## src/rtl/fxa_pkg.sv

```systemverilog
// Shared types and constants for the Q24.8 fixed-point ALU.
package fxa_pkg;

    localparam int FRAC_BITS = 8;
    localparam int DATA_W = 32;
    localparam int NUM_W = DATA_W + FRAC_BITS;
    localparam int CELLS = NUM_W;
    localparam int CNT_W = 6;
    localparam int FP_SH_OFS = 150 - FRAC_BITS;
    localparam int OP_W = 4;
    localparam int IN_TDATA_W = 72;
    localparam int OUT_TDATA_W = 40;

    typedef enum logic [OP_W-1:0] {
        OP_ADD        = 4'd0,
        OP_SUB        = 4'd1,
        OP_MUL        = 4'd2,
        OP_DIV        = 4'd3,
        OP_CMP        = 4'd4,
        OP_MIN        = 4'd5,
        OP_MAX        = 4'd6,
        OP_INC        = 4'd7,
        OP_DEC        = 4'd8,
        OP_FROM_INT   = 4'd9,
        OP_TO_INT     = 4'd10,
        OP_FROM_FLOAT = 4'd11,
        OP_TO_FLOAT   = 4'd12
    } op_t;

    // Item state as it moves down the cell chain.
    typedef struct packed {
        op_t               op;
        logic [DATA_W-1:0] res;
        logic              lt;
        logic              eq;
        logic              gt;
        logic              dz;
        logic              neg;
        logic [NUM_W-1:0]  nq;
        logic [DATA_W-1:0] rem;
        logic [DATA_W-1:0] d;
        logic [CNT_W-1:0]  cnt;
    } work_t;

    typedef struct packed {
        logic [DATA_W-1:0] result;
        logic              a_less;
        logic              a_equal;
        logic              a_greater;
        logic              divide_by_zero;
    } res_t;

endpackage

```

## src/rtl/fxa_cell.sv

```systemverilog
// One chain cell: a restoring divide step or a one-bit normalize step.
module fxa_cell (
    input  logic           aclk,
    input  logic           aresetn,
    input  logic           adv,
    input  logic           in_valid,
    input  fxa_pkg::work_t in_work,
    output logic           out_valid_reg,
    output fxa_pkg::work_t out_work_reg
);
    import fxa_pkg::*;

    logic [DATA_W:0]   r2;
    logic [DATA_W+1:0] diff;
    logic              ge;
    work_t             work_next;

    assign r2 = {in_work.rem, in_work.nq[NUM_W-1]};
    assign diff = {1'b0, r2} - {2'b00, in_work.d};
    assign ge = !diff[DATA_W+1];

    always_comb begin
        work_next = in_work;
        if (in_work.op == OP_DIV) begin
            work_next.rem = ge ? diff[DATA_W-1:0] : r2[DATA_W-1:0];
            work_next.nq  = {in_work.nq[NUM_W-2:0], ge};
        end else if (in_work.op == OP_TO_FLOAT) begin
            // Shift until the leading one reaches the top bit.
            if (!in_work.rem[DATA_W-1] && in_work.rem != '0) begin
                work_next.rem = in_work.rem << 1;
                work_next.cnt = in_work.cnt + CNT_W'(1);
            end
        end
    end

    always_ff @(posedge aclk) begin
        if (!aresetn) begin
            out_valid_reg <= 1'b0;
        end else if (adv) begin
            out_valid_reg <= in_valid;
        end
    end

    always_ff @(posedge aclk) begin
        if (adv) begin
            out_work_reg <= work_next;
        end
    end

endmodule

```

## config.mk

```make
export PLATFORM = sky130hd
export DESIGN_NAME = fxa_cell
export DESIGN_NICKNAME = d
export VERILOG_FILES = /design/src/rtl/fxa_pkg.sv /design/src/rtl/fxa_cell.sv
export SDC_FILE = /design/constraint.sdc
export NUM_CORES = 1
export LEC_CHECK = 0
export CAP_MARGIN = 40
export CORE_MARGIN = 2
export CORE_UTILIZATION = 58
export DETAILED_ROUTE_END_ITERATION = 12
export DONT_BUFFER_PORTS = 1
export PLACE_DENSITY = 0.87
export SYNTH_ARGS = -nofsm -noshare
export SYNTH_HDL_FRONTEND = slang
export SYNTH_SLANG_ARGS = --single-unit
```

## constraint.sdc

```tcl
create_clock -name aclk -period 3.32 [get_ports aclk]
set_clock_uncertainty 0.2 [all_clocks]
set_input_delay 0.996 -clock aclk [delete_from_list [all_inputs] [get_ports aclk]]
set_output_delay 0.996 -clock aclk [all_outputs]
set_load 0.005 [all_outputs]
```

* Yosys cells after proc, flatten, opt, wreduce, memory -nomap -nowiden *
Index checks and enable logic that the tools add are counted.

word-level totals
  bits in registers = 152
  input bits = 155
  output and inout bits = 152
  word-level logic and storage cells = 28

cells by class
  add/sub/neg operators = 2
  equal/unequal tests = 2
  multiplexer cells = 8
  reduce and logical (&&, ||, !) cells = 4

operator list
  cell                 count
  $mux 32              4
  $mux 40              1
  $sub 33x32->34       1
  $reduce_bool 32->1   1
  $mux 6               3
  $add 6x1->6 const B  1
  $eq 4x2->1 const B   1
  $eq 4x4->1 const B   1
  $logic_not 1->1      2
  $logic_and 1x1->1    1

* Logic depth before layout (Yosys ltp) *
  word-level depth = 5
  gate-level depth with buffers = 11
  mapped depth without buffers = 11

* Least setup slack after synthesis *
No wires, ideal clock.

  kind = input to register
  from = input port in_work[14] in the netlist's numbering
  to = register out_work_reg[42] in the netlist's numbering (data pin)
  setup time = 0.261 ns
  data arrival time = 2.983 ns
  data required time = 2.859 ns
  setup slack = -0.124 ns
  stages on the path = 11
  path buffers = 2
  path through = inv_1 -> ha_1 -> buf_2 -> a21o_1 -> a311oi_1 -> o31ai_1 -> o21a_2 -> o211ai_2 -> buf_2 -> nor2_1 -> a221o_1

RTL lines
  what                    RTL line        source
  start: declaration      fxa_cell.sv:7   input fxa_pkg::work_t in_work,
  end signal: assignment  fxa_cell.sv:46  out_work_reg <= work_next;
  end: declaration        fxa_cell.sv:9   output fxa_pkg::work_t out_work_reg

==> out/metrics.csv <==
stage;metric;value;unit
power;switching power;1.28;mW
global_routing;Total GRT Usage;31.8;%
cts;CTS root buf;clkbuf_16;
drt;Post-route DRC;0;
drt;Post-DRT Antenna Nets;0;
drt;vias per cell;6.42;
global_routing;first-pass GRT wire length;34.6;mm
setup_path;CP Class;input pin to register;
cts;Hold Buf Count CTS;0;
die;core area;13300;um^2
cts;Max clock buf depth;2;
sta;final period utilization;95.1;%
drt;Detailed Route Iter0 Violations;544;
cts;Post-CTS Setup Bufs;0;
setup_path;CP arrival;3.13;ns
setup_path;CP Capture Type;register;
sta;Hold Worst Slack;0.387;ns
synthesis;Mapped Nets;840;
setup_path;Critical Path Fanout Max;4;
synthesis;top cells by area, synth;edfxtp_1, mux2_2, ha_1;
synthesis;Async SR Flop Fraction;0;%
global_routing;largest net degree at the start of global routing;153;
die;Die Height;121;um
setup_path;CP startpoint kind;input pin;
setup_path;Worst Path Required;3.29;ns
sta;Max Fclk;317;MHz
place;routability cong.;0.895;
sta;Slew HR;54.0;%
setup_path;slowest cell on the critical path;fa_2;
setup_path;max incr delay on CP;0.36;ns
synthesis;Synth cell types;65;
cells_and_area;FILL cells;870;
drt;first-pass detailed-route iteration total;6;
status;run status;complete, no violations;
drt;DR WL/cell;25.2;um
power;Net Sw Frac;25.7;%
sta;final hold violations;0;
cells_and_area;Layout area overhead;19.8;%
setup_path;crit path cell chain;inv_4 > ha_4 > inv_2 > fa_2 > a21oi_2 > o22ai_2 > o31ai_4 > o31a_1 > o21ai_1 > xor2_1 > a221o_1;
global_routing;total grt overflow;0;
die;die area;14700;um^2
cts;CTS tree;done;
power;peak supply drop;0.000349;V
synthesis;Post-synth EDFFs;151;
place;port bufs;0;
drt;total detailed-routing wirelength;23.6;mm
synthesis;Most used DFF post-synth;edfxtp_1;
synthesis;Yosys top cell area share;56.7;%
cells_and_area;post-route cell area;9580;um^2
power;internal power;3.70;mW
power;sequential share of power;48.5;%
synthesis;synthesized netlist cell count;651;
power;P per Cell Area;520;nW/um^2
synthesis;flops & latches, synth;152;
power;Clk pwr share;36.4;%
sta;pin slew with the least headroom to its limit;0.685;ns
power;total power;4.98;mW
power;combinational power share;15.1;%
die;num ports;307;
die;Die W;121;um
synthesis;Yosys warning count;0;
place;placed cell area;9020;um^2
synthesis;cell taking the most area after synthesis;edfxtp_1;
cts;Clock transition at path regs;0.06;ns
cts;H-Tree Depth;4;
cts;sink count of the clock tree;152;
sta;final setup violation count;0;
cells_and_area;Finished Core Util;71.7;%
cts;cts bufs inserted;17;
cells_and_area;max FFs per register;151;
sta;RSZ-0062 raised after global routing;no;
cts;Clock Latency Late Sink;0.42;ns
global_routing;vias in the first global route;6045;
synthesis;Avg Cell Area, Syn;12.3;um^2
cts;# resized after CTS;0;
synthesis;Syn Std Cell Area;7990;um^2
power;leakage;3.64;nW
min_path;min-delay worst type;register to register;
place;HPWL after DPL;17.7;mm
drt;via count;6017;
sta;Tmin final;3.16;ns
sta;max-slew violation count;0;
cells_and_area;layout cell share with drive strength beyond 1;26.8;%
global_routing;initial antenna violation count;1;
synthesis;register area share after synthesis;57.0;%
cells_and_area;Final #Nets;936;
die;Initial Utilization;59.9;%
die;row count;42;
flow_run;total of max-cap violations;0;
## logic make-up after synthesis
group | Yosys count | synth area share (%)
AND/OR/NAND/NOR | 177 | 10.9
buffers and inverters | 70 | 3.58
flip-flops | 152 | 57.0
XOR/XNOR | 27 | 2.96
adder cells (fa/ha/maj) | 34 | 5.42
multiplexers | 45 | 6.28
AO/OA/AOI/OAI | 146 | 13.9
## layer usage
layer | wire length [um] | GRT usage, % | part of all wire, %
met1 | 8030 | 33.4 | 34
met2 | 12200 | 55.8 | 52
met3 | 2340 | 11.9 | 9.9
met4 | 992 | 15.7 | 4.2
met5 | 0 | 0 | 0
## power by group through the flow
stage               combinational, mW  clock [mW]  sequential, mW
CTS                             0.740        1.83            2.42
finish                          0.753        1.81            2.42
floorplan                       0.480           0            2.40
global placement                0.701           0            2.45
detailed placement              0.731           0            2.45
global route                    0.819        1.90            2.43
## path summary, 6_finish.rpt
path / from / to / slack, ns / cells after the start
worst max-delay path: in_work[109] / out_work_reg[62]$_DFFE_PP_ / 0.16 / 11
worst min-delay path: out_valid_reg$_SDFFE_PN0P_ / out_valid_reg$_SDFFE_PN0P_ / 0.39 / 2
worst max register to register: out_valid_reg$_SDFFE_PN0P_ / out_valid_reg$_SDFFE_PN0P_ / 2.47 / 2
worst min register to register: out_valid_reg$_SDFFE_PN0P_ / out_valid_reg$_SDFFE_PN0P_ / 0.39 / 2
## critical path, delay by kind of cell
kind / cells / cell delay [ns]
buf+inv: 2 / 0.08
xor+xnor: 1 / 0.16
fa+ha+maj: 2 / 0.50
compound gates: 6 / 1.39
## placed cells by master (no fill, tap or decap), types with 5 or more instances in the layout
cell	instances
and2_1	15
nand4_1	10
a221o_1	31
clkbuf_16	17
mux2_2	41
xnor2_1	21
a21oi_1	31
edfxtp_1	151
a31oi_1	5
nand3_1	11
ha_1	29
o21ai_0	18
nor3_1	15
nand2_1	39
inv_1	41
buf_4	99
xor2_1	6
o211ai_1	6
a21o_1	7
nor2_1	45
o21ai_1	6
nor4_1	13
## metrics by stage
stage / TNS, ns / setup slack (ns) / cells
after floorplan: 0 / 0.00251 / 651
after global placement: -4.10 / -0.176 / 904
after detailed placement: -5.69 / -0.219 / 904
after CTS: 0 / 0.211 / 936
after global routing: 0 / 0.0538 / 936
final: 0 / 0.162 / 937
## cells in the mapped netlist (4+ instances only)
library cell and n:
and2_1 15, o21bai_1 4, nand2b_1 4, xnor2_1 21, clkbuf_1 13, edfxtp_1 151, a31oi_1 5, a21o_1 7
and3_1 5, a221o_1 31, nand2_1 42, mux2_2 41, nand3_1 12, nor2_1 46, a21oi_1 33, ha_1 33
a311oi_1 4, mux2i_1 4, xor2_1 6, o211ai_1 6, o21ai_0 20, inv_1 45, nand4_1 10, nor4_1 13
o21ai_1 4, nor3_1 15, buf_2 7
## layout make-up
class / instances / area [um^2] / share of cell area, %
Timing Repair Buffer: 102 / 803 / 8.39
Clock buffer: 17 / 425 / 4.44
Clock inverter: 15 / 129 / 1.35
Tap cell: 176 / 220 / 2.30
Sequential cell: 152 / 4550 / 47.6
Antenna cell: 1 / 2.50 / 0.0261
Multi-Input combinational cell: 429 / 3270 / 34.1
Inverter: 45 / 171 / 1.79
No activity file was read; power rests on OpenSTA's default activity.
