$ cat config.mk
export PLATFORM = sky130hd
export DESIGN_NAME = fxa_front
export DESIGN_NICKNAME = d
export VERILOG_FILES = /design/src/rtl/fxa_pkg.sv /design/src/rtl/fxa_front.sv
export SDC_FILE = /design/constraint.sdc
export NUM_CORES = 2
export LEC_CHECK = 0
export ABC_AREA = 1
export BUFFER_PORTS_ARGS = -buffer_cell sky130_fd_sc_hd__buf_2
export CORE_MARGIN = 2
export CORE_UTILIZATION = 65
export CTS_CLUSTER_DIAMETER = 50
export DETAILED_ROUTE_END_ITERATION = 7
export PLACE_DENSITY_LB_ADDON = 0.12
export SYNTH_ARGS = -nofsm -noshare
export SYNTH_HDL_FRONTEND = slang
export SYNTH_SLANG_ARGS = --single-unit
$ cat constraint.sdc
create_clock -name aclk -period 19.1 [get_ports aclk]
set_clock_uncertainty 0.1 [all_clocks]
set_input_delay 3.82 -clock aclk [delete_from_list [all_inputs] [get_ports aclk]]
set_output_delay 3.82 -clock aclk [all_outputs]
set_load 0.02 [all_outputs]
$ cat src/rtl/fxa_pkg.sv
// Shared types and constants for the Q24.8 fixed-point ALU.
package fxa_pkg;

    localparam int FRAC_BITS = 8;
    localparam int DATA_W = 32;
    localparam int NUM_W = DATA_W + FRAC_BITS;
    localparam int CELLS = NUM_W;
    localparam int CNT_W = 6;
    localparam int FP_SH_OFS = 150 - FRAC_BITS;
    localparam int OP_W = 4;
    localparam int IN_TDATA_W = 72;
    localparam int OUT_TDATA_W = 40;

    typedef enum logic [OP_W-1:0] {
        OP_ADD        = 4'd0,
        OP_SUB        = 4'd1,
        OP_MUL        = 4'd2,
        OP_DIV        = 4'd3,
        OP_CMP        = 4'd4,
        OP_MIN        = 4'd5,
        OP_MAX        = 4'd6,
        OP_INC        = 4'd7,
        OP_DEC        = 4'd8,
        OP_FROM_INT   = 4'd9,
        OP_TO_INT     = 4'd10,
        OP_FROM_FLOAT = 4'd11,
        OP_TO_FLOAT   = 4'd12
    } op_t;

    // Item state as it moves down the cell chain.
    typedef struct packed {
        op_t               op;
        logic [DATA_W-1:0] res;
        logic              lt;
        logic              eq;
        logic              gt;
        logic              dz;
        logic              neg;
        logic [NUM_W-1:0]  nq;
        logic [DATA_W-1:0] rem;
        logic [DATA_W-1:0] d;
        logic [CNT_W-1:0]  cnt;
    } work_t;

    typedef struct packed {
        logic [DATA_W-1:0] result;
        logic              a_less;
        logic              a_equal;
        logic              a_greater;
        logic              divide_by_zero;
    } res_t;

endpackage

$ cat src/rtl/fxa_front.sv
// Input stage: decode, simple operations, multiplier and FP32 to fixed conversion.
module fxa_front (
    input  logic                       aclk,
    input  logic                       aresetn,
    input  logic                       adv,
    input  logic                       in_valid,
    input  logic [fxa_pkg::OP_W-1:0]   in_op,
    input  logic signed [fxa_pkg::DATA_W-1:0] in_a,
    input  logic signed [fxa_pkg::DATA_W-1:0] in_b,
    output logic                       out_valid_reg,
    output fxa_pkg::work_t             out_work_reg
);
    import fxa_pkg::*;

    op_t                    op;
    logic [DATA_W-1:0]      abs_a;
    logic [DATA_W-1:0]      abs_b;
    logic signed [2*DATA_W-1:0] prod;
    logic                   lt;
    logic                   eq;
    logic                   gt;
    logic [DATA_W-1:0]      fp_res;
    logic [DATA_W-1:0]      simple_res;
    logic [7:0]             fe;
    logic [23:0]            fm;
    logic signed [9:0]      sh;
    logic [9:0]             rsh_amt;
    logic [55:0]            lsh;
    logic [23:0]            rsh;
    logic [24:0]            rmag;
    logic [DATA_W-1:0]      fmag;
    work_t                  work_next;

    assign op = op_t'(in_op);
    assign abs_a = in_a[DATA_W-1] ? (~in_a + 32'd1) : in_a;
    assign abs_b = in_b[DATA_W-1] ? (~in_b + 32'd1) : in_b;
    assign prod = in_a * in_b;
    assign lt = in_a < in_b;
    assign eq = in_a == in_b;
    assign gt = in_a > in_b;

    // FP32 to fixed, rounding half away from zero with saturation.
    always_comb begin
        fe = (in_a[30:23] == 8'd0) ? 8'd1 : in_a[30:23];
        fm = (in_a[30:23] == 8'd0) ? {1'b0, in_a[22:0]} : {1'b1, in_a[22:0]};
        sh = $signed({2'b00, fe}) - 10'(FP_SH_OFS);
        rsh_amt = 10'(-sh);
        lsh = {32'd0, fm} << sh[4:0];
        rsh = fm >> 5'(rsh_amt - 10'd1);
        rmag = {1'b0, rsh} + 25'd1;
        fmag = '0;
        if (in_a[30:23] == 8'hFF) begin
            if (in_a[22:0] != 23'd0) begin
                fp_res = '0;
            end else begin
                fp_res = in_a[DATA_W-1] ? 32'h8000_0000 : 32'h7FFF_FFFF;
            end
        end else if (fm == 24'd0) begin
            fp_res = '0;
        end else if (sh >= 10'sd32 || (sh >= 10'sd0 && (|lsh[55:31]))) begin
            fp_res = in_a[DATA_W-1] ? 32'h8000_0000 : 32'h7FFF_FFFF;
        end else begin
            if (sh >= 10'sd0) begin
                fmag = lsh[DATA_W-1:0];
            end else if (rsh_amt <= 10'd25) begin
                fmag = {8'd0, rmag[24:1]};
            end
            fp_res = in_a[DATA_W-1] ? (~fmag + 32'd1) : fmag;
        end
    end

    always_comb begin
        unique case (op)
            OP_ADD:        simple_res = in_a + in_b;
            OP_SUB:        simple_res = in_a - in_b;
            OP_MIN:        simple_res = lt ? in_a : in_b;
            OP_MAX:        simple_res = gt ? in_a : in_b;
            OP_INC:        simple_res = in_a + 32'd1;
            OP_DEC:        simple_res = in_a - 32'd1;
            OP_FROM_INT:   simple_res = in_a << FRAC_BITS;
            OP_TO_INT:     simple_res = in_a >>> FRAC_BITS;
            OP_FROM_FLOAT: simple_res = fp_res;
            default:       simple_res = '0;
        endcase
    end

    always_comb begin
        work_next.op  = op;
        work_next.res = simple_res;
        work_next.lt  = lt;
        work_next.eq  = eq;
        work_next.gt  = gt;
        work_next.dz  = (op == OP_DIV) && (in_b == '0);
        work_next.d   = abs_b;
        work_next.cnt = '0;
        work_next.rem = (op == OP_TO_FLOAT) ? abs_a : '0;
        if (op == OP_MUL) begin
            work_next.nq  = prod[NUM_W-1:0];
            work_next.neg = prod[2*DATA_W-1];
        end else begin
            work_next.nq  = NUM_W'(abs_a) << FRAC_BITS;
            work_next.neg = (op == OP_DIV) ? (in_a[DATA_W-1] ^ in_b[DATA_W-1])
                                           : in_a[DATA_W-1];
        end
    end

    always_ff @(posedge aclk) begin
        if (!aresetn) begin
            out_valid_reg <= 1'b0;
        end else if (adv) begin
            out_valid_reg <= in_valid;
        end
    end

    always_ff @(posedge aclk) begin
        if (adv) begin
            out_work_reg <= work_next;
        end
    end

endmodule

* Word-level counts from Yosys, hierarchy flattened
Cells that the tools add are included.
** Word-level totals
- Register bits after elaboration :: 146
- Input bits :: 72
- Output and inout bits :: 152
- Logic and storage cells :: 78
** Cells by class
- Add/sub/neg operators :: 11
- Multipliers :: 1
- Order comparisons :: 5
- Eq/ne operators :: 13
- Shift operators :: 2
- Multiplexer cells :: 20
- Bitwise gates (word level) :: 4
- Reductions and logical operators :: 9
** Operator list (number)
- 32-bit 2-to-1 mux :: 13
- 32-bit one-hot mux with 9 select lines :: 1
- 32-bit by 1-bit adder with 32-bit output, second input constant :: 4
- 32-bit inverter :: 3
- 32-bit by 32-bit multiplier with 64-bit output :: 1
- 24-bit by 5-bit << shifter with 56-bit output :: 1
- 24-bit 2-to-1 mux :: 2
- 41-bit 2-to-1 mux :: 1
- 32-bit adder :: 1
- 32-bit == test :: 1
- 32-bit greater-than comparator :: 1
- 32-bit logical NOT :: 1
- 32-bit less-than comparator :: 1
- 32-bit by 1-bit subtractor with 32-bit output, second input constant :: 1
- 32-bit subtractor :: 1
- 31-bit 2-to-1 mux :: 1
- 24-bit by 1-bit adder with 25-bit output, second input constant :: 1
- 25-bit OR reduction :: 1
- 24-bit logical NOT :: 1
- 24-bit by 5-bit >> shifter with 24-bit output :: 1
- 23-bit nonzero test :: 1
- 4-bit == test, second input constant :: 5
- 4-bit by 3-bit == test with 1-bit output, second input constant :: 3
- 10-bit by 5-bit less-or-equal comparator with 1-bit output, second input constant :: 1
- other kinds (15) :: 17

* Depth between registers and ports, before layout
- Word-level depth :: 19
- Gate-level depth with buffers :: 38
- Gate-level depth less buffers :: 36

* Worst setup path before layout
No wires, ideal clock.
- Path kind :: input port to flip-flop
- Start point :: input port in_a[31] (netlist name)
- End point :: register out_work_reg[110] (netlist name), data pin
- Setup time :: 0.269 ns
- Arrival time :: 11.450 ns
- Data required time :: 18.731 ns
- Setup slack :: 7.281 ns
- Stages :: 31
- Path buffers :: 5
- Cell sequence :: buf_2 > clkbuf_1 > buf_1 > clkbuf_1 > clkbuf_1 > nand2_1 > inv_1 > fa_1 > inv_1 > fa_1 > inv_1 > fa_1 > fa_1 > inv_1 > fa_1 > inv_1 > fa_1 > inv_1 > fa_1 > inv_1 > fa_1 > ha_1 > nand2_1 > nor2_1 > a211oi_1 > o221ai_1 > nand2_1 > o2111ai_1 > a31oi_1 > and3_1 > o31ai_1
** RTL lines
- start: declaration :: line fxa_front.sv:8 : input logic signed [fxa_pkg::DATA_W-1:0] in_a,
- end signal: assignment :: line fxa_front.sv:117 : out_work_reg <= work_next;
- end: declaration :: line fxa_front.sv:11 : output fxa_pkg::work_t out_work_reg

==> results.py <==
metrics = {
    "sta": {
        "slew_headroom_pct": 25.29,
        "grt_setup_unrepaired": "no",
        "fin_setup_tns_ns": 0,
        "fin_crit_sh_pct": 62.43,
        "worst_pin_slew_ns": 1.121,
        "fmax_mhz": 83.86,
        "drv_slew": 0,
        "finalHoldViolCount": 0,
        "post-route-min-period_ns": 11.92,
        "final-setup-viol-count": 0,
    },
    "global_route": {
        "grt_use_total_pct": 43.89,
        "grt_pass1_wl_mm": 281.1,
        "grt_max_degree": 81,
        "first_global_vias": 48990,
        "grt_antenna_before_repair": 5,
        "grt-ovfl-total": 0,
    },
    "yosys": {
        "synthArstFlopShare_pct": 0,
        "ys_types": 64,
        "ys.flop_type": "edfxtp_1",
        "synth-edff-count": 145,
        "netlist_area_sq_um": 53280,
        "ys_seq_area_share_pct": 8.209,
        "ys_ff_latch": 146,
        "syn_area_per_cell_sq_um": 7.647,
        "synth_cells": 6968,
        "ys_warn_count": 0,
    },
    "finish": {
        "final_cell_mix": "1802 x inv_1, 1625 x nand2_1, 1085 x fa_1",
        "largest_register_ff_count": 145,
        "nFillCells": 6816,
        "final_common_cell": "inv_1",
        "finalNetCount": 8370,
        "drive_above_1_share_pct": 6.944,
        "area_delta_synth_final_pct": 4.201,
    },
    "route": {
        "drtPass1Iterations": 7,
        "vias": 46920,
        "drt_wl_total_mm": 179.8,
        "drcViolationCount": 0,
        "drtIter0Drc": 5226,
        "viasPerCell": 5.863,
        "wl_per_cell_um": 22.47,
        "drtAntennaViolNets": 0,
    },
    "clock_tree": {
        "htreeDepth": 4,
        "cts.sinks": 146,
        "ctsHoldBuffers": 0,
        "cts_root_buffer": "clkbuf_16",
        "clk_pin_slew_worst_paths_ns": 0.09,
        "cts_buffers": 17,
        "cts_tree": "built",
        "post_cts_buffers": 0,
        "ctsResizeCount": 0,
        "cts.path.max_buffers": 2,
        "clkLatencyLatePin_ns": 0.47,
    },
    "critical_path": {
        "path_common_cell": "fa_1",
        "start_kind": "primary input",
        "crit_path_top_delay_cell": "fa_1",
        "slowest_delay_ns": 0.94,
        "cp-end-kind": "flop",
        "critPathKind": "primary input to flop",
        "crit_fanout": 36,
        "cp.required_ns": 19.23,
        "cp.arrival_ns": 12.05,
    },
    "floorplanning": {
        "die_area_sq_um": 84280,
        "die_w_um": 290.3,
        "die_h_um": 290.3,
        "io_pins": 224,
        "num_rows": 104,
        "start_util_pct": 65.94,
        "core_area_sq_um": 80810,
    },
    "place": {
        "routabilityCongestion": 1.031,
        "dp_hpwl_mm": 139.9,
        "io_buffers": 217,
    },
    "outcome": {
        "status": "finished clean",
    },
    "flow_run": {
        "cap_violations": 0,
    },
    "min_path": {
        "hold_path_class": "flop to flop",
    },
}
-- final timing paths --
path                            slack, ns  depth (start not counted)                 to     startpoint
worst max-delay path                 7.18                         28  out_work_reg[110]        in_b[5]
worst min-delay path                 0.44                          2      out_valid_reg  out_valid_reg
worst max register to register      18.36                          2      out_valid_reg  out_valid_reg
worst min register to register       0.44                          2      out_valid_reg  out_valid_reg
-- routing by layer --
metal	up-vias	track usage, %	part of all wire [%]
li1	20500	-	-
met1	22710	55.89	36
met2	2968	68.77	45
met3	735	10.58	12
met4	6	25.56	7.0
met5	-	0.2836	0.033
-- area by class of cell --
cell class / instances / area (sq um) / share of cell area (%)
Multi-Input combinational cell: 4630 / 40570 / 73.07
Inverter: 1826 / 6854 / 12.35
Sequential cell: 146 / 4374 / 7.879
Timing Repair Buffer: 307 / 1770 / 3.189
Tap cell: 1060 / 1326 / 2.389
Clock buffer: 17 / 425.4 / 0.7662
Clock inverter: 15 / 195.2 / 0.3516
Antenna cell: 2 / 5.005 / 0.009014
-- worst max-delay path, delay by kind of cell --
family                   cells  cell delay, ns
AO/OA/AOI/OAI                5            0.92
adder cells (fa/ha/maj)      9            4.84
buffers and inverters        9            1.73
AND/OR/NAND/NOR              5            0.69
-- kinds of logic after synthesis --
| family | after synthesis | synth area share [%] |
|---|---|---|
| AO/OA/AOI/OAI | 678 | 7.273 |
| XOR/XNOR | 117 | 1.937 |
| multiplexers | 3 | 0.05636 |
| buffers and inverters | 2197 | 15.72 |
| flip-flops | 146 | 8.209 |
| other | 1 | 0.007038 |
| AND/OR/NAND/NOR | 2456 | 19.34 |
| adder cells (fa/ha/maj) | 1370 | 47.46 |
-- synthesized netlist by cell type, types with 7 or more instances --
library cell | number | area, sq um
nor4_1 | 18 | 112.6
a221oi_1 | 13 | 113.9
buf_4 | 10 | 75.07
nor2_4 | 9 | 101.4
o2111ai_1 | 10 | 87.58
inv_2 | 17 | 63.81
clkinv_1 | 7 | 26.28
o211ai_1 | 16 | 120.1
clkbuf_1 | 253 | 949.7
o22ai_1 | 39 | 244.0
o221ai_1 | 25 | 219.0
xnor2_1 | 25 | 219.0
xor2_1 | 91 | 797.0
nor2_2 | 16 | 100.1
nor3_1 | 47 | 235.2
fa_1 | 1085 | 21720
inv_1 | 1802 | 6764
nand3_2 | 23 | 230.2
o21bai_1 | 8 | 60.06
or2_2 | 23 | 143.9
a21oi_1 | 252 | 1261
nand2_1 | 1625 | 6100
ha_1 | 285 | 3566
nand4_1 | 34 | 212.7
buf_2 | 39 | 195.2
o21a_1 | 10 | 75.07
nand2_2 | 34 | 212.7
edfxtp_1 | 145 | 4354
o21ai_0 | 211 | 1056
nand3_1 | 298 | 1491
o31ai_1 | 9 | 67.56
o21ai_1 | 23 | 115.1
nand2_4 | 7 | 78.83
nor2_1 | 310 | 1164
a31oi_1 | 30 | 187.7
buf_1 | 64 | 240.2
-- through the flow --
step	utilization [%]	instances	setup WS, ns	cell area (sq um)	hold WS [ns]
4_1_cts	68.70	8001	7.307	55520	0.4438
3_3_place_gp	67.93	7969	7.032	54900	0.4319
3_5_place_dp	67.93	7969	6.785	54900	0.4342
5_1_grt	68.71	8003	6.670	55520	0.4841
6_report	68.71	8003	7.176	55520	0.4356
2_1_floorplan	-	6973	7.281	53300	0.5055
Power is not shown: default switching activity piles up to over one toggle a cycle in this logic, so the estimate is an artifact.
