[config.mk]
export PLATFORM = sky130hd
export DESIGN_NAME = fxa_back
export DESIGN_NICKNAME = d
export VERILOG_FILES = /design/src/rtl/fxa_pkg.sv /design/src/rtl/fxa_back.sv
export SDC_FILE = /design/constraint.sdc
export NUM_CORES = 1
export LEC_CHECK = 0
export BUFFER_PORTS_ARGS = -buffer_cell sky130_fd_sc_hd__buf_4
export CELL_PAD_IN_SITES_DETAIL_PLACEMENT = 0
export CELL_PAD_IN_SITES_GLOBAL_PLACEMENT = 1
export CORE_MARGIN = 10
export CORE_UTILIZATION = 35
export DETAILED_ROUTE_END_ITERATION = 6
export PLACE_DENSITY_LB_ADDON = 0.1
export SYNTH_ARGS = -nofsm -noshare
export SYNTH_HDL_FRONTEND = slang
export SYNTH_SLANG_ARGS = --single-unit
export TNS_END_PERCENT = 20
[constraint.sdc]
create_clock -name vclk -period 8.3
set_input_delay 1.66 -clock vclk [all_inputs]
set_output_delay 1.66 -clock vclk [all_outputs]
set_load 0.02 [all_outputs]
[src/rtl/fxa_pkg.sv]
// Shared types and constants for the Q24.8 fixed-point ALU.
package fxa_pkg;

    localparam int FRAC_BITS = 8;
    localparam int DATA_W = 32;
    localparam int NUM_W = DATA_W + FRAC_BITS;
    localparam int CELLS = NUM_W;
    localparam int CNT_W = 6;
    localparam int FP_SH_OFS = 150 - FRAC_BITS;
    localparam int OP_W = 4;
    localparam int IN_TDATA_W = 72;
    localparam int OUT_TDATA_W = 40;

    typedef enum logic [OP_W-1:0] {
        OP_ADD        = 4'd0,
        OP_SUB        = 4'd1,
        OP_MUL        = 4'd2,
        OP_DIV        = 4'd3,
        OP_CMP        = 4'd4,
        OP_MIN        = 4'd5,
        OP_MAX        = 4'd6,
        OP_INC        = 4'd7,
        OP_DEC        = 4'd8,
        OP_FROM_INT   = 4'd9,
        OP_TO_INT     = 4'd10,
        OP_FROM_FLOAT = 4'd11,
        OP_TO_FLOAT   = 4'd12
    } op_t;

    // Item state as it moves down the cell chain.
    typedef struct packed {
        op_t               op;
        logic [DATA_W-1:0] res;
        logic              lt;
        logic              eq;
        logic              gt;
        logic              dz;
        logic              neg;
        logic [NUM_W-1:0]  nq;
        logic [DATA_W-1:0] rem;
        logic [DATA_W-1:0] d;
        logic [CNT_W-1:0]  cnt;
    } work_t;

    typedef struct packed {
        logic [DATA_W-1:0] result;
        logic              a_less;
        logic              a_equal;
        logic              a_greater;
        logic              divide_by_zero;
    } res_t;

endpackage

[src/rtl/fxa_back.sv]
// Final rounding for multiply, divide and fixed to FP32, and result selection.
module fxa_back (
    input  fxa_pkg::work_t in_work,
    output fxa_pkg::res_t  out_res
);
    import fxa_pkg::*;

    logic [DATA_W-1:0] qq;
    logic              q_up;
    logic [NUM_W-1:0]  mmag;
    logic [NUM_W-1:0]  mround;
    logic [DATA_W-1:0] mres;
    logic [CNT_W-1:0]  p;
    logic [CNT_W-1:0]  p_adj;
    logic [23:0]       mant;
    logic              f_up;
    logic [24:0]       m25;
    logic [23:0]       mant_f;
    logic [7:0]        fexp;
    logic [DATA_W-1:0] fres;

    // Quotient rounding: step up when twice the remainder reaches the divisor.
    assign q_up = {in_work.rem, 1'b0} >= {1'b0, in_work.d};
    assign qq = in_work.nq[DATA_W-1:0] + DATA_W'(q_up);

    assign mmag = in_work.neg ? (~in_work.nq + NUM_W'(1)) : in_work.nq;
    assign mround = mmag + NUM_W'(1 << (FRAC_BITS - 1));
    assign mres = in_work.neg ? (~mround[NUM_W-1:FRAC_BITS] + 32'd1)
                              : mround[NUM_W-1:FRAC_BITS];

    always_comb begin
        p = CNT_W'(DATA_W - 1) - in_work.cnt;
        mant = in_work.rem[31:8];
        f_up = in_work.rem[7] && ((|in_work.rem[6:0]) || mant[0]);
        m25 = {1'b0, mant} + 25'(f_up);
        if (m25[24]) begin
            mant_f = m25[24:1];
            p_adj = p + CNT_W'(1);
        end else begin
            mant_f = m25[23:0];
            p_adj = p;
        end
        fexp = 8'(p_adj) + 8'(127 - FRAC_BITS);
        fres = (in_work.rem == '0) ? '0 : {in_work.neg, fexp, mant_f[22:0]};
    end

    always_comb begin
        out_res.a_less = in_work.lt;
        out_res.a_equal = in_work.eq;
        out_res.a_greater = in_work.gt;
        out_res.divide_by_zero = in_work.dz;
        unique case (in_work.op)
            OP_MUL:      out_res.result = mres;
            OP_DIV:      out_res.result = in_work.dz ? '0 :
                                          (in_work.neg ? (~qq + 32'd1) : qq);
            OP_TO_FLOAT: out_res.result = fres;
            default:     out_res.result = in_work.res;
        endcase
    end

endmodule

---- Word level (Yosys, flattened, before mapping) ----
Cells that the tools add are included.
cells by class
  add/subtract/negate cells ............... 9
  $lt $le $gt $ge ......................... 1
  equal/unequal tests ..................... 3
  mux-type cells .......................... 8
  bitwise logic cells ..................... 3
  reduce and logical (&&, ||, !) cells .... 4
operators by type and width
  operator                 number
  $mux W32                 4
  $pmux W32 S3             1
  $add A32 B1 Y32 const B  2
  $not A32 Y32             2
  $add A40 B1 Y40 const B  1
  $add A40 B8 Y40 const B  1
  $mux W40                 1
  $not A40 Y40             1
  $ge A33 B32 Y1           1
  $add A32 B1 Y32          1
  $logic_not A32 Y1        1
  $add A24 B1 Y25          1
  $mux W23                 1
  $add A6 B7 Y8 const B    1
  $eq A4 B2 Y1 const B     2
  $reduce_or A7 Y1         1
  $add A6 B1 Y6 const B    1
  $mux W6                  1
  $sub A5 B6 Y6 const A    1
  $eq A4 B4 Y1 const B     1
  $logic_and A1 B1 Y1      1
  $logic_or A1 B1 Y1       1
word-level totals
  register bits after elaboration ......... 0
  input port bits ......................... 151
  word-level logic and storage cells ...... 28

---- Longest topological paths before layout ----
Gate-level depths: netlist of the first run.
  word-level depth ........................ 8
  depth in mapped cells ................... 31
  gate-level depth less buffers ........... 28

---- Worst setup path before layout of the first run ----
No wires, ideal clock.
  kind .................................... input to output
  start ................................... in in_work[7] in the netlist's numbering
  end ..................................... out out_res[26] in the netlist's numbering
  arrival ................................. 7.548 ns
  data required time ...................... 6.640 ns
  slack ................................... -0.908 ns
  cell stages on the path ................. 28
  buffers on the path ..................... 0
  path through ............................ inv_1 > ha_1 > nor2b_1 > o21a_1 > o21a_1 > o21a_1 > o21a_1 > o21a_1 > o21ai_0 > nand2b_1 > a21oi_1 > o31a_1 > o311ai_0 > a31o_2 > ha_1 > ha_1 > and4_1 > nor4b_1 > nand4_1 > a211o_1 > mux2_2 > nor2_1 > nand2_1 > or4_1 > nand3_1 > nor3_1 > a41o_1 > nor4_1
RTL lines
  what                RTL line       text
  start: declaration  fxa_back.sv:3  input fxa_pkg::work_t in_work,
  end: declaration    fxa_back.sv:4  output fxa_pkg::res_t out_res

==> metrics.txt, run 1 <==
clkbuf count=0; Final ANT Viol Nets=0; Crit. End Element=output port; cell area after layout=roughly 9300 sq um; Final Wtd Congestion=approximately 0.90; cell area after synthesis=slightly below 7000 sq um; Worst Hold Class=in -> out; Pint=roughly 0.21 mW; Synth Instances=about 1100; largest net degree at the start of global routing=52; sequential-to-total area share from yosys stat=0%; grt total ovfl=0; count of boundary I/O pins=~190; critical path startpoint category=input port; worst hold slack=3320 ps; Fin. Hold Viols=0; first-pass GRT wire length=about 46 mm; Required @ worst endpoint=around 6600 ps; Total Routed Length=between 20 and 30 mm; row cnt=50; average size of a mapped cell=around 6.4 sq um; initial antenna violation count=0; slowest stage delay, CP=approximately 450 ps; Slew headroom=between 20% and 30%; TritonRoute pass-1 iters=7; Sequential Power Share=0%; final period utilization=100.7%; Die Wd=roughly 160 microns; critical path startpoint=in_work[7]; Seq. cell area=0 sq um; Placed Area=a little over 9000 sq um; failing checks=negative setup slack; multiplexer area fraction after synthesis=under 10%; final sequential cell count=0; layout net count=~1500; Net Sw Power=0.2641 mW; Slew @ Worst Pin=between 1000 and 1500 ps; Combinational Power Share=between 90% and 100%; Synth Area in Compound Gates=around 25%; setup ws final=-56.84 ps; Max-Cap Viols=0; Synth Area in XOR/XNOR=about 22%; Leak=approximately 3.8 nW; Clock power frac=0%; simple-gate share of the synthesized area=between 30% and 40%; Die Y=about 160 microns; Setup WS pre-CTS=-326.3 ps; Slew Limit Fails=0; Peak Freq=approximately 120 MHz; DR WL/cell=around 19 microns; cell mode on critical path=o21a_1; residual DRC count=0; GRT Overall Usage=between 20% and 30%; post-synthesis adder-cell area fraction=just over 7%; Worst Hold End=out_res[2]; Core Region=between 15000 and 20000 sq um; endpoints failing setup=8; Layout Area Growth over Synthesis=36.96%; post-layout min period=about 8400 ps; Power, Total=around 0.47 mW; net switching fraction of the power=approximately 56%; Synth Warn #=0; RSZ-0062 raised after global routing=true; largest family of logic cells by synthesized area=simple AND/OR/NAND/NOR gates; DRT iter0 DRCs=around 650; ANT cells=0; hold path start=in_work[113]; Min-Delay Path Depth=0; Critical Path AT=6700 ps; PortBufs=between 150 and 200; Setup CP Type=in -> out; slowest CP cell=a2111o_1; Pwr per Cell Area=roughly 50 nW/um^2; CP max FO=3; number of global-route vias before repair=approximately 8300; Via density=roughly 5.6; outcome=finished, violations left; Mapped Nets=approximately 1300; Layout fillers=slightly above 2000; via count=~8600; Die ar.=about 25000 sq um; layout cells sized above 1=27.66%; Initial Util=35.93%; Yosys cell types=between 80 and 90; DP Wirelength=between 20 and 25 mm; Max VDD drop=about 0.03 mV
==> layout by cell type (no fill, tap or decap), types with 5 or more instances in the layout <==
| cell type | instances |
|---|---|
| o31ai_1 | 18 |
| a222oi_1 | 14 |
| o22ai_1 | 9 |
| nor2b_1 | 8 |
| inv_1 | 50 |
| xor2_1 | 65 |
| buf_4 | 276 |
| a211oi_1 | 6 |
| ha_1 | 36 |
| and4_1 | 7 |
| or2_2 | 8 |
| nand2_1 | 97 |
| nand3_1 | 41 |
| nand4_1 | 33 |
| o21ai_0 | 48 |
| a31oi_1 | 11 |
| a21oi_1 | 54 |
| o41ai_1 | 5 |
| a21o_1 | 7 |
| o21a_1 | 7 |
| o31a_1 | 5 |
| nor3_1 | 37 |
| buf_6 | 7 |
| nor2_1 | 90 |
| nor4_1 | 22 |
| xnor2_1 | 107 |
| mux2i_1 | 11 |
| o21ai_1 | 11 |
| and3_1 | 21 |
| or4_1 | 12 |
| nand2b_1 | 18 |
| or3_1 | 12 |
| and2_1 | 9 |
==> layer usage <==
layer,global-route usage (%),wire [microns],vias up
li1,-,-,4348
met1,32.33,15010,3961
met2,32.99,12280,267
met3,1.368,1578,14
met4,1.179,180,0
met5,0,0,-
==> power groups by stage <==
stage	Clock [mW]	Sequential (mW)	Combinational, mW
after floorplan	0	0	0.269
after global placement	0	0	0.460
after detailed placement	0	0	0.460
after CTS	0	0	0.467
after global routing	0	0	0.517
final	0	0	0.474
==> worst max-delay path: cells and delay by family <==
kind                       cells  cell delay [ps]
buffers and inverters          6              710
muxes                          1              110
and+or+nand+nor                9             1230
adders and majority gates      3              540
AOI/OAI and AO/OA             13             2420
==> what timing repair did <==
| item | in CTS | in global routing |
|---|---|---|
| cloned | 0 | 0 |
| setup buffers | 8 | 1 |
| setup endpoints to repair | 14 | 21 |
| resized for setup | 23 | 21 |
| hold buffers | 0 | 0 |
| pin swaps | 20 | 24 |
==> synthesized netlist by cell type (9+ instances only) <==
cell type	instances	share of area, %
a21oi_1	56	4.1
a222oi_1	14	2.1
a31oi_1	12	1.1
and2_1	11	1.0
and3_1	22	2.0
buf_1	11	0.61
clkbuf_1	53	2.9
ha_1	39	7.2
inv_1	51	2.8
mux2i_1	11	1.6
nand2_1	98	5.4
nand2b_1	18	1.7
nand3_1	43	3.2
nand4_1	33	3.0
nor2_1	91	5.0
nor3_1	40	2.9
nor4_1	25	2.3
o21ai_0	59	4.3
o22ai_1	11	1.0
o31ai_1	19	2.1
or2_2	9	0.83
or3_1	12	1.1
or4_1	13	1.4
xnor2_1	107	14
xor2_1	66	8.5
==> layout make-up <==
| cell class | count | area, sq um | area share [%] |
|---|---|---|---|
| well taps | 260 | 325.3 | 3.487 |
| repair buffers | 283 | 2151 | 23.06 |
| multi-input cells | 942 | 6659 | 71.38 |
| inverters | 51 | 193.9 | 2.079 |
==> cells by family after synthesis <==
family | Yosys count
adders and majority gates | 39
xor gates and xnor gates | 174
AOI/OAI and AO/OA | 254
buffers and inverters | 122
and+or+nand+nor | 460
muxes | 15
==> how the worst max path moves through the flow <==
stage | end | slack, ps | depth (start not counted)
after floorplan | out_res[26] | 30 | 30
after global placement | out_res[34] | -250 | 30
after detailed placement | out_res[34] | -330 | 30
after CTS | out_res[26] | -260 | 31
after global routing | out_res[34] | -390 | 30
final | out_res[28] | -60 | 32
==> per-stage QoR <==
| stage | utilization, % | instances | setup TNS (ps) |
|---|---|---|---|
| CTS | 48.64 | 1535 | -1287 |
| finish | 49.21 | 1536 | -276.1 |
| floorplan | - | 1064 | 0 |
| global placement | 47.92 | 1529 | -1676 |
| detailed placement | 47.92 | 1529 | -2280 |
| global route | 49.21 | 1536 | -4078 |
No activity file was read; power rests on OpenSTA's default activity.
==> inputs of run 2 (changes only) <==
- SETUP_SLACK_MARGIN: not set -> 0.2
==> metrics.txt, run 2 (same netlist as run 1, synthesis figures left out) <==
Peak Freq=about 120 MHz; critical path startpoint category=input port; row cnt=50; Fin. Hold Viols=0; Via density=around 5.6; met1 wire length=around 15 mm; Worst Hold Class=in -> out; post-layout min period=8567 ps; setup ws final=-266.6 ps; largest net degree at the start of global routing=50; setup tns final=-990.0 ps; Max-Cap Viols=0; via count=just under 9000; layout cells sized above 1=between 20% and 30%; cell mode on critical path=o21a_1; Die Y=around 160 microns; DR WL/cell=~19 microns; Final ANT Viol Nets=0; slowest stage delay, CP=about 580 ps; grt total ovfl=0; Met2 Routed Length=between 10 and 15 mm; Layout Area Growth over Synthesis=39.79%; worst hold slack=around 3300 ps; Slew Limit Fails=0; Required @ worst endpoint=approximately 6600 ps; DP Wirelength=24.12 mm; Pwr per Cell Area=a little over 50 nW/um^2; RSZ-0062 raised after global routing=true; Placed Area=slightly above 9000 sq um; Sequential Power Share=0%; Crit. End Element=output port; critical path startpoint=in_work[38]; CP max FO=4; most common cell after layout, fill and taps aside=buf_4; PortBufs=181; number of global-route vias before repair=approximately 8000; Net Sw Power=between 0.2 and 0.3 mW; Die Wd=159.5 microns; Total Routed Length=28.93 mm; Core Region=18960 sq um; Combinational Power Share=between 90% and 100%; final period utilization=103.2%; Layout fillers=between 2000 and 2500; final sequential cell count=0; hold bufs inserted after CTS=0; Setup CP Type=in -> out; residual DRC count=0; most frequent cells in the layout=buf_4 (277), xnor2_1 (104), nand2_1 (97), nor2_1 (90), xor2_1 (64); DRT iter0 DRCs=756; Max VDD drop=0.03162 mV; initial antenna violation count=0; Pint=~0.22 mW; Max Used Layer=met4; Final Wtd Congestion=roughly 0.93; Initial Util=a little over a third; TritonRoute pass-1 iters=5; Die ar.=25440 sq um; layout net count=roughly 1500; cell area after layout=between 9000 and 10000 sq um; wire length on met3=1.587 mm; Critical Path AT=6910 ps; Leak=between 3 and 4 nW; Slew headroom=34.18%; Slew @ Worst Pin=about 990 ps; ANT cells=0; GRT Overall Usage=20.96%; failing checks=negative setup slack; Seq. cell area=0 sq um; hold path start=in_work[112]; count of boundary I/O pins=187; outcome=finished, violations left; Setup WS pre-CTS=-303.0 ps; endpoints failing setup=9; first-pass GRT wire length=roughly 45 mm; slowest CP cell=or4b_4; Clock power frac=0%; clkbuf count=0; net switching fraction of the power=a little under three fifths
-- run 2: changes by cell type in the layout (fill, tap and decap cells not counted), moves of 2 or more --
cell     previous run  this run
xnor2_1           107       104
nand3_2             1         3
xnor2_2             1         4
a21oi_2             1         3
buf_6               7        15
a21oi_1            54        52
o21ai_2             2         4
-- run 2: worst max-delay path, delay by kind of cell --
kind | cells | cell delay, ps
AOI/OAI and AO/OA | 14 | 2330
adders and majority gates | 3 | 550
buffers and inverters | 3 | 450
and+or+nand+nor | 8 | 1680
xor gates and xnor gates | 1 | 210
-- run 2: worst paths after layout --
check,end,slack [ps],cells after the start
setup / recovery,out_res[30],-270,29
hold / removal,out_res[1],3320,0
-- run 2: timing repair --
action / CTS / global route
resized for setup: 27 / 41
pin swaps: 13 / 32
buffers inserted: 10 / 2
endpoints found under the hold margin: 0 / 0
setup endpoints to repair: 16 / 25
-- run 2: per-layer routing --
| layer | GRT usage (%) | vias up |
|---|---|---|
| met4 | 1.643 | 0 |
| met5 | 0 | - |
| met3 | 1.446 | 10 |
| met2 | 31.70 | 280 |
| li1 | - | 4364 |
| met1 | 32.30 | 4041 |
-- run 2: stage by stage --
stage / total power [mW] / std cells / utilization (%)
finish: 0.4893 / 1545 / 50.23
floorplan: 0.2702 / 1064 / -
CTS: 0.4743 / 1543 / 49.14
detailed placement: 0.4632 / 1533 / 48.08
global route: 0.5309 / 1545 / 50.23
global placement: 0.4633 / 1533 / 48.08
-- run 2: layout make-up --
type | count | area [sq um] | share of cell area (%)
Timing Repair Buffer | 292 | 2248 | 23.61
Multi-Input combinational cell | 942 | 6754 | 70.93
Tap cell | 260 | 325.3 | 3.417
Inverter | 51 | 193.9 | 2.037
-- run 2: power groups by stage --
stage | registers (mW) | logic (mW) | clock network, mW
6_report | 0 | 0.489 | 0
3_5_place_dp | 0 | 0.463 | 0
2_1_floorplan | 0 | 0.270 | 0
4_1_cts | 0 | 0.474 | 0
3_3_place_gp | 0 | 0.463 | 0
5_1_grt | 0 | 0.531 | 0
